$ cat src/gma_pkg.sv
// shared types, constants and group decode for the grouped median age unit
package gma_pkg;

   // default store capacity in records
   localparam int MAX_RECORDS_DEFAULT = 256;

   // age and field widths
   localparam int AGE_W   = 7;
   localparam int GROUP_W = 3;
   localparam int SIZE_W  = 9;
   localparam int BIT_W   = 3;

   // group codes in result order
   localparam logic [GROUP_W-1:0] GRP_ALL          = 3'd0;
   localparam logic [GROUP_W-1:0] GRP_FEMALE       = 3'd1;
   localparam logic [GROUP_W-1:0] GRP_MALE         = 3'd2;
   localparam logic [GROUP_W-1:0] GRP_FEMALE_EMP   = 3'd3;
   localparam logic [GROUP_W-1:0] GRP_FEMALE_UNEMP = 3'd4;
   localparam logic [GROUP_W-1:0] GRP_MALE_EMP     = 3'd5;
   localparam logic [GROUP_W-1:0] GRP_MALE_UNEMP   = 3'd6;

   // top bit position of the age
   localparam logic [BIT_W-1:0] AGE_TOP_BIT = 3'd6;

   // input word
   typedef struct packed {
      logic [AGE_W-1:0] age;
      logic             is_female;
      logic             has_job;
      logic             last_record;
   } req_word_type;

   // result word
   typedef struct packed {
      logic [GROUP_W-1:0] group_code;
      logic [AGE_W-1:0]   median_age;
      logic [SIZE_W-1:0]  group_size;
      logic               truncated;
      logic               last_result;
   } rsp_word_type;

   // one stored record
   typedef struct packed {
      logic             employed;
      logic             female;
      logic [AGE_W-1:0] age;
   } rec_type;

   // sequencer to selection unit
   typedef struct packed {
      logic               clear;
      logic               accum;
      logic               decide;
      logic               size_pass;
      logic [BIT_W-1:0]   bit_idx;
      logic [GROUP_W-1:0] group;
   } sel_ctrl_type;

   // group membership of a record
   function automatic logic in_group(input logic [GROUP_W-1:0] g,
                                     input logic fem, input logic emp);
      logic hit;
      case (g)
         GRP_ALL:          hit = 1'b1;
         GRP_FEMALE:       hit = fem;
         GRP_MALE:         hit = !fem;
         GRP_FEMALE_EMP:   hit = fem && emp;
         GRP_FEMALE_UNEMP: hit = fem && !emp;
         GRP_MALE_EMP:     hit = !fem && emp;
         default:          hit = !fem && !emp;
      endcase
      return hit;
   endfunction

endpackage

$ cat src/grouped_median_age_unit.sv
// top level: record loading, pass sequencer and result register
//
//   channel  direction  handshake              word
//   req      in         req_valid / req_stall  req_word  (age, is_female, has_job, last_record)
//   rsp      out        rsp_valid / rsp_stall  rsp_word  (group_code, median_age, group_size,
//                                                         truncated, last_result)
//
// records load at one per cycle while no run is in progress.
// after the last record each of the seven groups takes 8 passes over the store
// (one size pass, one pass per age bit), each pass reading every stored record and
// ending in a decide step; an empty group takes only the size pass.
// the store's single registered read port sets the pass length.
// reset empties the record count and the overflow flag; the store itself is not cleared.
// req_stall is high for the whole run; a stalled result holds the sequencer in its emit step.
module grouped_median_age_unit
   import gma_pkg::*;
#(
   parameter int MAX_RECORDS = MAX_RECORDS_DEFAULT
) (
   input  logic         clock,
   input  logic         reset,
   input  logic         req_valid,
   output logic         req_stall,
   input  req_word_type req_word,
   output logic         rsp_valid,
   input  logic         rsp_stall,
   output rsp_word_type rsp_word
);

   localparam int AW = (MAX_RECORDS > 1) ? $clog2(MAX_RECORDS) : 1;
   localparam int CW = $clog2(MAX_RECORDS + 1);
   localparam logic [CW-1:0] MAX_CNT = CW'(MAX_RECORDS);

   // sequencer states
   localparam logic [1:0] ST_LOAD   = 2'd0;
   localparam logic [1:0] ST_PASS   = 2'd1;
   localparam logic [1:0] ST_DECIDE = 2'd2;
   localparam logic [1:0] ST_EMIT   = 2'd3;

   logic [1:0]         state_ff, state_in;
   logic [CW-1:0]      count_ff, count_in;
   logic               overflow_ff, overflow_in;
   logic [CW-1:0]      issue_ff, issue_in;
   logic               rd_valid_ff, rd_valid_in;
   logic [GROUP_W-1:0] group_ff, group_in;
   logic [BIT_W-1:0]   bit_ff, bit_in;
   logic               size_pass_ff, size_pass_in;
   logic               rsp_valid_ff, rsp_valid_in;
   rsp_word_type       rsp_word_ff, rsp_word_in;

   logic               wr_en;
   logic               issue;
   rec_type            wr_data;
   rec_type            rd_data;
   sel_ctrl_type       ctrl;
   logic               cnt_zero;
   logic [AGE_W-1:0]   median;
   logic [CW-1:0]      size;
   logic [CW+SIZE_W-1:0] size_wide;

   assign wr_data = '{employed: req_word.has_job, female: req_word.is_female,
                      age: req_word.age};
   assign size_wide = {{SIZE_W{1'b0}}, size};

   gma_store #(.MAX_RECORDS(MAX_RECORDS)) u_store (
      .clock   (clock),
      .wr_en   (wr_en),
      .wr_addr (count_ff[AW-1:0]),
      .wr_data (wr_data),
      .rd_addr (issue_ff[AW-1:0]),
      .rd_data (rd_data)
   );

   gma_select #(.MAX_RECORDS(MAX_RECORDS)) u_select (
      .clock    (clock),
      .ctrl     (ctrl),
      .rec      (rd_data),
      .cnt_zero (cnt_zero),
      .median   (median),
      .size     (size)
   );

   // sequencer
   always_comb begin
      state_in     = state_ff;
      count_in     = count_ff;
      overflow_in  = overflow_ff;
      issue_in     = issue_ff;
      group_in     = group_ff;
      bit_in       = bit_ff;
      size_pass_in = size_pass_ff;
      rsp_valid_in = rsp_valid_ff;
      rsp_word_in  = rsp_word_ff;
      wr_en        = 1'b0;
      issue        = 1'b0;
      ctrl         = '{clear: 1'b0, accum: 1'b0, decide: 1'b0, size_pass: size_pass_ff,
                       bit_idx: bit_ff, group: group_ff};

      // result word taken
      if (rsp_valid_ff && !rsp_stall) begin
         rsp_valid_in = 1'b0;
      end

      unique case (state_ff)
         ST_LOAD: begin
            if (req_valid) begin
               if (count_ff < MAX_CNT) begin
                  wr_en    = 1'b1;
                  count_in = count_ff + 1'b1;
               end else begin
                  overflow_in = 1'b1;
               end
               if (req_word.last_record) begin
                  state_in     = ST_PASS;
                  group_in     = GRP_ALL;
                  size_pass_in = 1'b1;
                  issue_in     = '0;
                  ctrl.clear   = 1'b1;
               end
            end
         end
         ST_PASS: begin
            ctrl.accum = rd_valid_ff;
            if (issue_ff != count_ff) begin
               issue    = 1'b1;
               issue_in = issue_ff + 1'b1;
            end else if (!rd_valid_ff) begin
               state_in = ST_DECIDE;
            end
         end
         ST_DECIDE: begin
            ctrl.decide = 1'b1;
            ctrl.clear  = 1'b1;
            issue_in    = '0;
            if (size_pass_ff) begin
               if (cnt_zero) begin
                  state_in = ST_EMIT;
               end else begin
                  size_pass_in = 1'b0;
                  bit_in       = AGE_TOP_BIT;
                  state_in     = ST_PASS;
               end
            end else if (bit_ff == '0) begin
               state_in = ST_EMIT;
            end else begin
               bit_in   = bit_ff - 1'b1;
               state_in = ST_PASS;
            end
         end
         ST_EMIT: begin
            if (!rsp_valid_ff || !rsp_stall) begin
               rsp_valid_in = 1'b1;
               rsp_word_in  = '{group_code: group_ff, median_age: median,
                                group_size: size_wide[SIZE_W-1:0], truncated: overflow_ff,
                                last_result: (group_ff == GRP_MALE_UNEMP)};
               if (group_ff == GRP_MALE_UNEMP) begin
                  state_in    = ST_LOAD;
                  count_in    = '0;
                  overflow_in = 1'b0;
               end else begin
                  group_in     = group_ff + 1'b1;
                  size_pass_in = 1'b1;
                  issue_in     = '0;
                  state_in     = ST_PASS;
               end
            end
         end
         default: begin
            state_in = ST_LOAD;
         end
      endcase
   end

   assign rd_valid_in = issue;

   // control registers
   always_ff @(posedge clock) begin
      if (reset) begin
         state_ff     <= ST_LOAD;
         count_ff     <= '0;
         overflow_ff  <= 1'b0;
         issue_ff     <= '0;
         rd_valid_ff  <= 1'b0;
         group_ff     <= GRP_ALL;
         bit_ff       <= '0;
         size_pass_ff <= 1'b1;
         rsp_valid_ff <= 1'b0;
      end else begin
         state_ff     <= state_in;
         count_ff     <= count_in;
         overflow_ff  <= overflow_in;
         issue_ff     <= issue_in;
         rd_valid_ff  <= rd_valid_in;
         group_ff     <= group_in;
         bit_ff       <= bit_in;
         size_pass_ff <= size_pass_in;
         rsp_valid_ff <= rsp_valid_in;
      end
   end

   // result payload
   always_ff @(posedge clock) begin
      rsp_word_ff <= rsp_word_in;
   end

   assign req_stall = (state_ff != ST_LOAD);
   assign rsp_valid = rsp_valid_ff;
   assign rsp_word  = rsp_word_ff;

endmodule

$ cat src/gma_store.sv
// record store: one write port, one registered read port
module gma_store
   import gma_pkg::*;
#(
   parameter int MAX_RECORDS = MAX_RECORDS_DEFAULT,
   localparam int AW = (MAX_RECORDS > 1) ? $clog2(MAX_RECORDS) : 1
) (
   input  logic          clock,
   input  logic          wr_en,
   input  logic [AW-1:0] wr_addr,
   input  rec_type       wr_data,
   input  logic [AW-1:0] rd_addr,
   output rec_type       rd_data
);

   rec_type store_ff [MAX_RECORDS];
   rec_type rd_data_ff;

   // write and registered read
   always_ff @(posedge clock) begin
      if (wr_en) begin
         store_ff[wr_addr] <= wr_data;
      end
      rd_data_ff <= store_ff[rd_addr];
   end

   assign rd_data = rd_data_ff;

endmodule

$ cat src/gma_select.sv
// bitwise median selection: counts matching records per pass, settles one age bit per pass
module gma_select
   import gma_pkg::*;
#(
   parameter int MAX_RECORDS = MAX_RECORDS_DEFAULT,
   localparam int CW = $clog2(MAX_RECORDS + 1)
) (
   input  logic             clock,
   input  sel_ctrl_type     ctrl,
   input  rec_type          rec,
   output logic             cnt_zero,
   output logic [AGE_W-1:0] median,
   output logic [CW-1:0]    size
);

   logic [CW-1:0]    cnt_ff, cnt_in;
   logic [CW-1:0]    k_ff, k_in;
   logic [CW-1:0]    n_ff, n_in;
   logic [AGE_W-1:0] prefix_ff, prefix_in;

   logic [AGE_W:0]   hi_mask_wide;
   logic [AGE_W-1:0] hi_mask;
   logic             grp_hit;
   logic             prefix_hit;
   logic             match;

   // record match for the current pass
   always_comb begin
      hi_mask_wide = {(AGE_W+1){1'b1}} << ({1'b0, ctrl.bit_idx} + 4'd1);
      hi_mask      = hi_mask_wide[AGE_W-1:0];
      grp_hit      = in_group(ctrl.group, rec.female, rec.employed);
      prefix_hit   = ((rec.age & hi_mask) == (prefix_ff & hi_mask)) && !rec.age[ctrl.bit_idx];
      match        = grp_hit && (ctrl.size_pass || prefix_hit);
   end

   // counter, target rank and prefix update
   always_comb begin
      cnt_in    = cnt_ff;
      k_in      = k_ff;
      n_in      = n_ff;
      prefix_in = prefix_ff;
      if (ctrl.accum && match) begin
         cnt_in = cnt_ff + 1'b1;
      end
      if (ctrl.decide) begin
         if (ctrl.size_pass) begin
            n_in      = cnt_ff;
            k_in      = cnt_ff >> 1;
            prefix_in = '0;
         end else if (k_ff >= cnt_ff) begin
            prefix_in[ctrl.bit_idx] = 1'b1;
            k_in                    = k_ff - cnt_ff;
         end
      end
      if (ctrl.clear) begin
         cnt_in = '0;
      end
   end

   always_ff @(posedge clock) begin
      cnt_ff    <= cnt_in;
      k_ff      <= k_in;
      n_ff      <= n_in;
      prefix_ff <= prefix_in;
   end

   assign cnt_zero = (cnt_ff == '0);
   assign median   = prefix_ff;
   assign size     = n_ff;

endmodule
$ cat config.mk
export PLATFORM = sky130hd
export DESIGN_NAME = grouped_median_age_unit
export DESIGN_NICKNAME = d
export VERILOG_FILES = /design/src/gma_pkg.sv /design/src/grouped_median_age_unit.sv /design/src/gma_store.sv /design/src/gma_select.sv
export SDC_FILE = /design/constraint.sdc
export NUM_CORES = 2
export LEC_CHECK = 0
export CAP_MARGIN = 10
export CORE_ASPECT_RATIO = 1.75
export CORE_MARGIN = 10
export CORE_UTILIZATION = 40
export CTS_BUF_LIST = sky130_fd_sc_hd__clkbuf_16
export DETAILED_ROUTE_END_ITERATION = 7
export DONT_BUFFER_PORTS = 1
export HOLD_SLACK_MARGIN = 0.02
export SETUP_SLACK_MARGIN = 0.15
export SLEW_MARGIN = 25
export SYNTH_ARGS = -nofsm -noshare
export SYNTH_HDL_FRONTEND = slang
export SYNTH_SLANG_ARGS = --single-unit
$ cat constraint.sdc
create_clock -name clock -period 3 [get_ports clock]
set_input_delay 0 -clock clock [delete_from_list [all_inputs] [get_ports clock]]
set_output_delay 0 -clock clock [all_outputs]
set_load 0.05 [all_outputs]
==> results.tsv <==
metric	value	unit
outcome	finished with violations	
failing checks	negative hold slack, negative setup slack	
RSZ-0062 raised after global routing	yes	
LEAKAGE	34.8	nW
Post-Syn Instances	4469	
DP Area	0.102	mm^2
PwrDens	601	mW/mm^2
Synth Register Bits	2398	
Inst Count DP	8009	
Max transition margin	1.48	%
Core ar.	0.234	mm^2
DR pass1 iterations	5	
Initial Util	40.2	%
cell taking the most area after synthesis	edfxtp_1	
Via density	5.72	
endpoints failing hold	1222	
count of cell types in the netlist	69	
Least-Margin Pin Slew	1480	ps
root buffer cell	clkbuf_16	
Setup crit start kind	flop	
CTS Buf Count	207	
Max rail drop VDD	0.000498	V
CP peak stage delay	370	ps
CTS sink cnt	2398	
crit-path cells	buf_12, buf_12, buf_12, buf_16, buf_12, nand2b_1, buf_4, o221ai_1, a21oi_1, a21oi_1, o21ai_1, buf_4, a21oi_4, a22o_1	
Fill cells	19200	
period utilization	101	%
count leader, synth	edfxtp_1	
CTS tree	done	
IO Count	37	
DR WL/cell	31.7	um
largest net degree at the start of global routing	257	
DRC viols	0	
Synth top area share	75.1	%
Main synth FF type	edfxtp_1	
first-pass GRT wire length	380000	um
area of the die	0.256	mm^2
syn avg cell area	21.0	um^2
Crit-path slowest cell	dfxtp_4	
Async SR Flop Fraction	0	%
Synth Warn #	0	
Crit Path Class	reg2reg	
initial antenna violation count	4	
layout cells sized above 1	34.5	%
Sequential Area	0.0716	mm^2
final count of negative-setup-slack endpoints	1	
Worst Clk Skew	88.1	ps
max_cap viols	0	
crit-path max FO	8	
clock buffer depth	4	
finished layout cell area	0.112	mm^2
# port buffers	0	
Worst Hold Margin	-755	ps
FP Rows	235	
post-synthesis sequential area ratio	76.1	%
Net Count, Synth	4508	
synthesized area	0.0940	mm^2
Layout Utilization	47.7	%
max-slew violation count	0	
Crit path required time	3810	ps
drt total wl	269000	um
number of global-route vias before repair	50300	
Post-synth top cells	edfxtp_1, mux4_2, nor2_1	
DRT iter0 DRCs	5101	
crit path time final	3030	ps
CP Capture Type	flop	
Clock Pin Slew Worst Setup and Hold Paths	70	ps
Max Clk Rate	330	MHz
top cells by area, synth	edfxtp_1, mux4_2, mux2i_1, nor2_1, dfxtp_1	
via count	48500	
Clock Latency Late Sink	880	ps
nets	5274	
Die H	661	um
area taken by multi-input logic gates	0.0214	mm^2
Post-synth EDFFs	2350	
fin worst setup slack	-34.1	ps
Crit path top cell by count	buf_12	
# H-tree levels	4	
Hold Crit Class	in2reg	
antenna-violating nets left	0	
GRT Resource Usage Total	20.5	%
Post-DP HPWL	172000	um
WP data arrival	3850	ps
P&R area growth vs syn	18.7	%
die width	386	um
GP Congestion	0.897	
non-filler cells, final	8479	
GRT overflow	0	
-- path summary, 6_finish.rpt --
path	startpoint	end	slack (ps)	cells after the start
worst min register to register	u_select.size[2]$_DFFE_PP_	rsp_word[4]$_DFFE_PP_	420	0
worst max-delay path	issue_ff[0]$_SDFFE_PP0P_	u_store.rd_data[2]$_DFF_P_	-30	14
worst min-delay path	req_word[2]	u_store.store_ff[130][7]$_DFFE_PP_	-750	0
worst max register to register	issue_ff[0]$_SDFFE_PP0P_	u_store.rd_data[2]$_DFF_P_	-30	14
-- registers in the layout, indices dropped and copies added (netlist names) --
name	flops
u_select.cnt_ff	9
u_select.median	7
group_ff	3
u_store.store_ff	2304
state_ff	2
rsp_word	21
size_pass_ff	1
u_select.k_ff	9
rsp_valid	1
rd_valid_ff	1
bit_ff	3
u_select.size	9
u_store.rd_data	9
overflow_ff	1
count_ff	9
issue_ff	9
-- power breakdown --
group | switching (mW) | internal (mW) | total (mW)
combinational | 1.63 | 1.55 | 3.18
clock | 12.1 | 14.8 | 26.9
sequential | 0.111 | 36.9 | 37.0
-- layout make-up --
cell class,count,area share [%]
Inverter,35,0.120
Clock buffer,211,4.73
Antenna cell,2,0.00449
Clock inverter,159,1.25
Sequential cell,2398,64.1
Multi-Input combinational cell,1774,19.2
Timing Repair Buffer,819,7.10
Tap cell,3081,3.46
-- cell usage in the layout, fill, tap and decap left out, drive strengths merged, types with 11 or more instances in the layout --
cell type / synthesis / routed
o221ai: 19 / 19
nor2: 335 / 335
clkbuf: 96 / 213
a221oi: 43 / 43
clkinv: 2 / 92
mux2: 17 / 17
nand4: 14 / 14
buf: 166 / 804
xor2: 12 / 12
edfxtp: 2350 / 2350
ha: 24 / 24
nor3: 16 / 16
dfxtp: 48 / 48
o211ai: 12 / 12
clkinvlp: 0 / 12
o22ai: 23 / 23
dlygate4sd3: 0 / 11
nand3: 23 / 23
nor2b: 21 / 21
mux2i: 169 / 169
a21oi: 82 / 82
o21ai: 67 / 67
nand2: 108 / 108
bufinv: 0 / 24
mux4: 581 / 581
a31oi: 20 / 20
nor4: 11 / 11
inv: 33 / 66
a22oi: 29 / 29
a211oi: 20 / 20
xnor2: 27 / 27
nand2b: 11 / 11
-- metrics by stage --
stage | hold WS (ps) | TNS, ps | total power, mW | setup slack (ps)
floorplan | 98.9 | 0 | 39.2 | 388
global placement | 76.5 | -2220 | 40.2 | -372
detailed placement | 77.8 | -2120 | 40.2 | -354
CTS | -816 | 0 | 67.2 | 25.6
global route | -797 | -377 | 68.8 | -81.0
finish | -755 | -34.1 | 67.1 | -34.1
-- worst max-delay path: cells and delay by family (launching register included) --
| family | cells | cell delay [ps] |
|---|---|---|
| flops | 1 | 370 |
| buf+inv | 7 | 1130 |
| compound gates | 6 | 1260 |
| simple gates | 1 | 190 |
-- logic make-up after synthesis --
| family | synth area share [%] |
|---|---|
| compound gates | 2.71 |
| xor+xnor | 0.363 |
| fa+ha+maj | 0.341 |
| buf+inv | 1.96 |
| flops | 76.1 |
| mux | 16.0 |
| simple gates | 2.56 |
-- routing by layer --
layer,wire length [um],vias to the layer above,GRT usage (%)
met5,27,-,0
met3,16000,611,2.84
met4,19500,4,12.7
met1,91000,25800,22.8
li1,-,20100,-
met2,142000,1993,37.0
-- repair_timing --
action | CTS | global route
setup endpoints to repair | 38 | 200
gates cloned | 14 | 2
hold buffers | 9 | 4
setup buffers | 49 | 18
hold endpoints to repair | 2364 | 2125
pin swaps | 38 | 36
gates resized for setup | 191 | 78
Note: power is estimated with default switching activity, not from simulation.
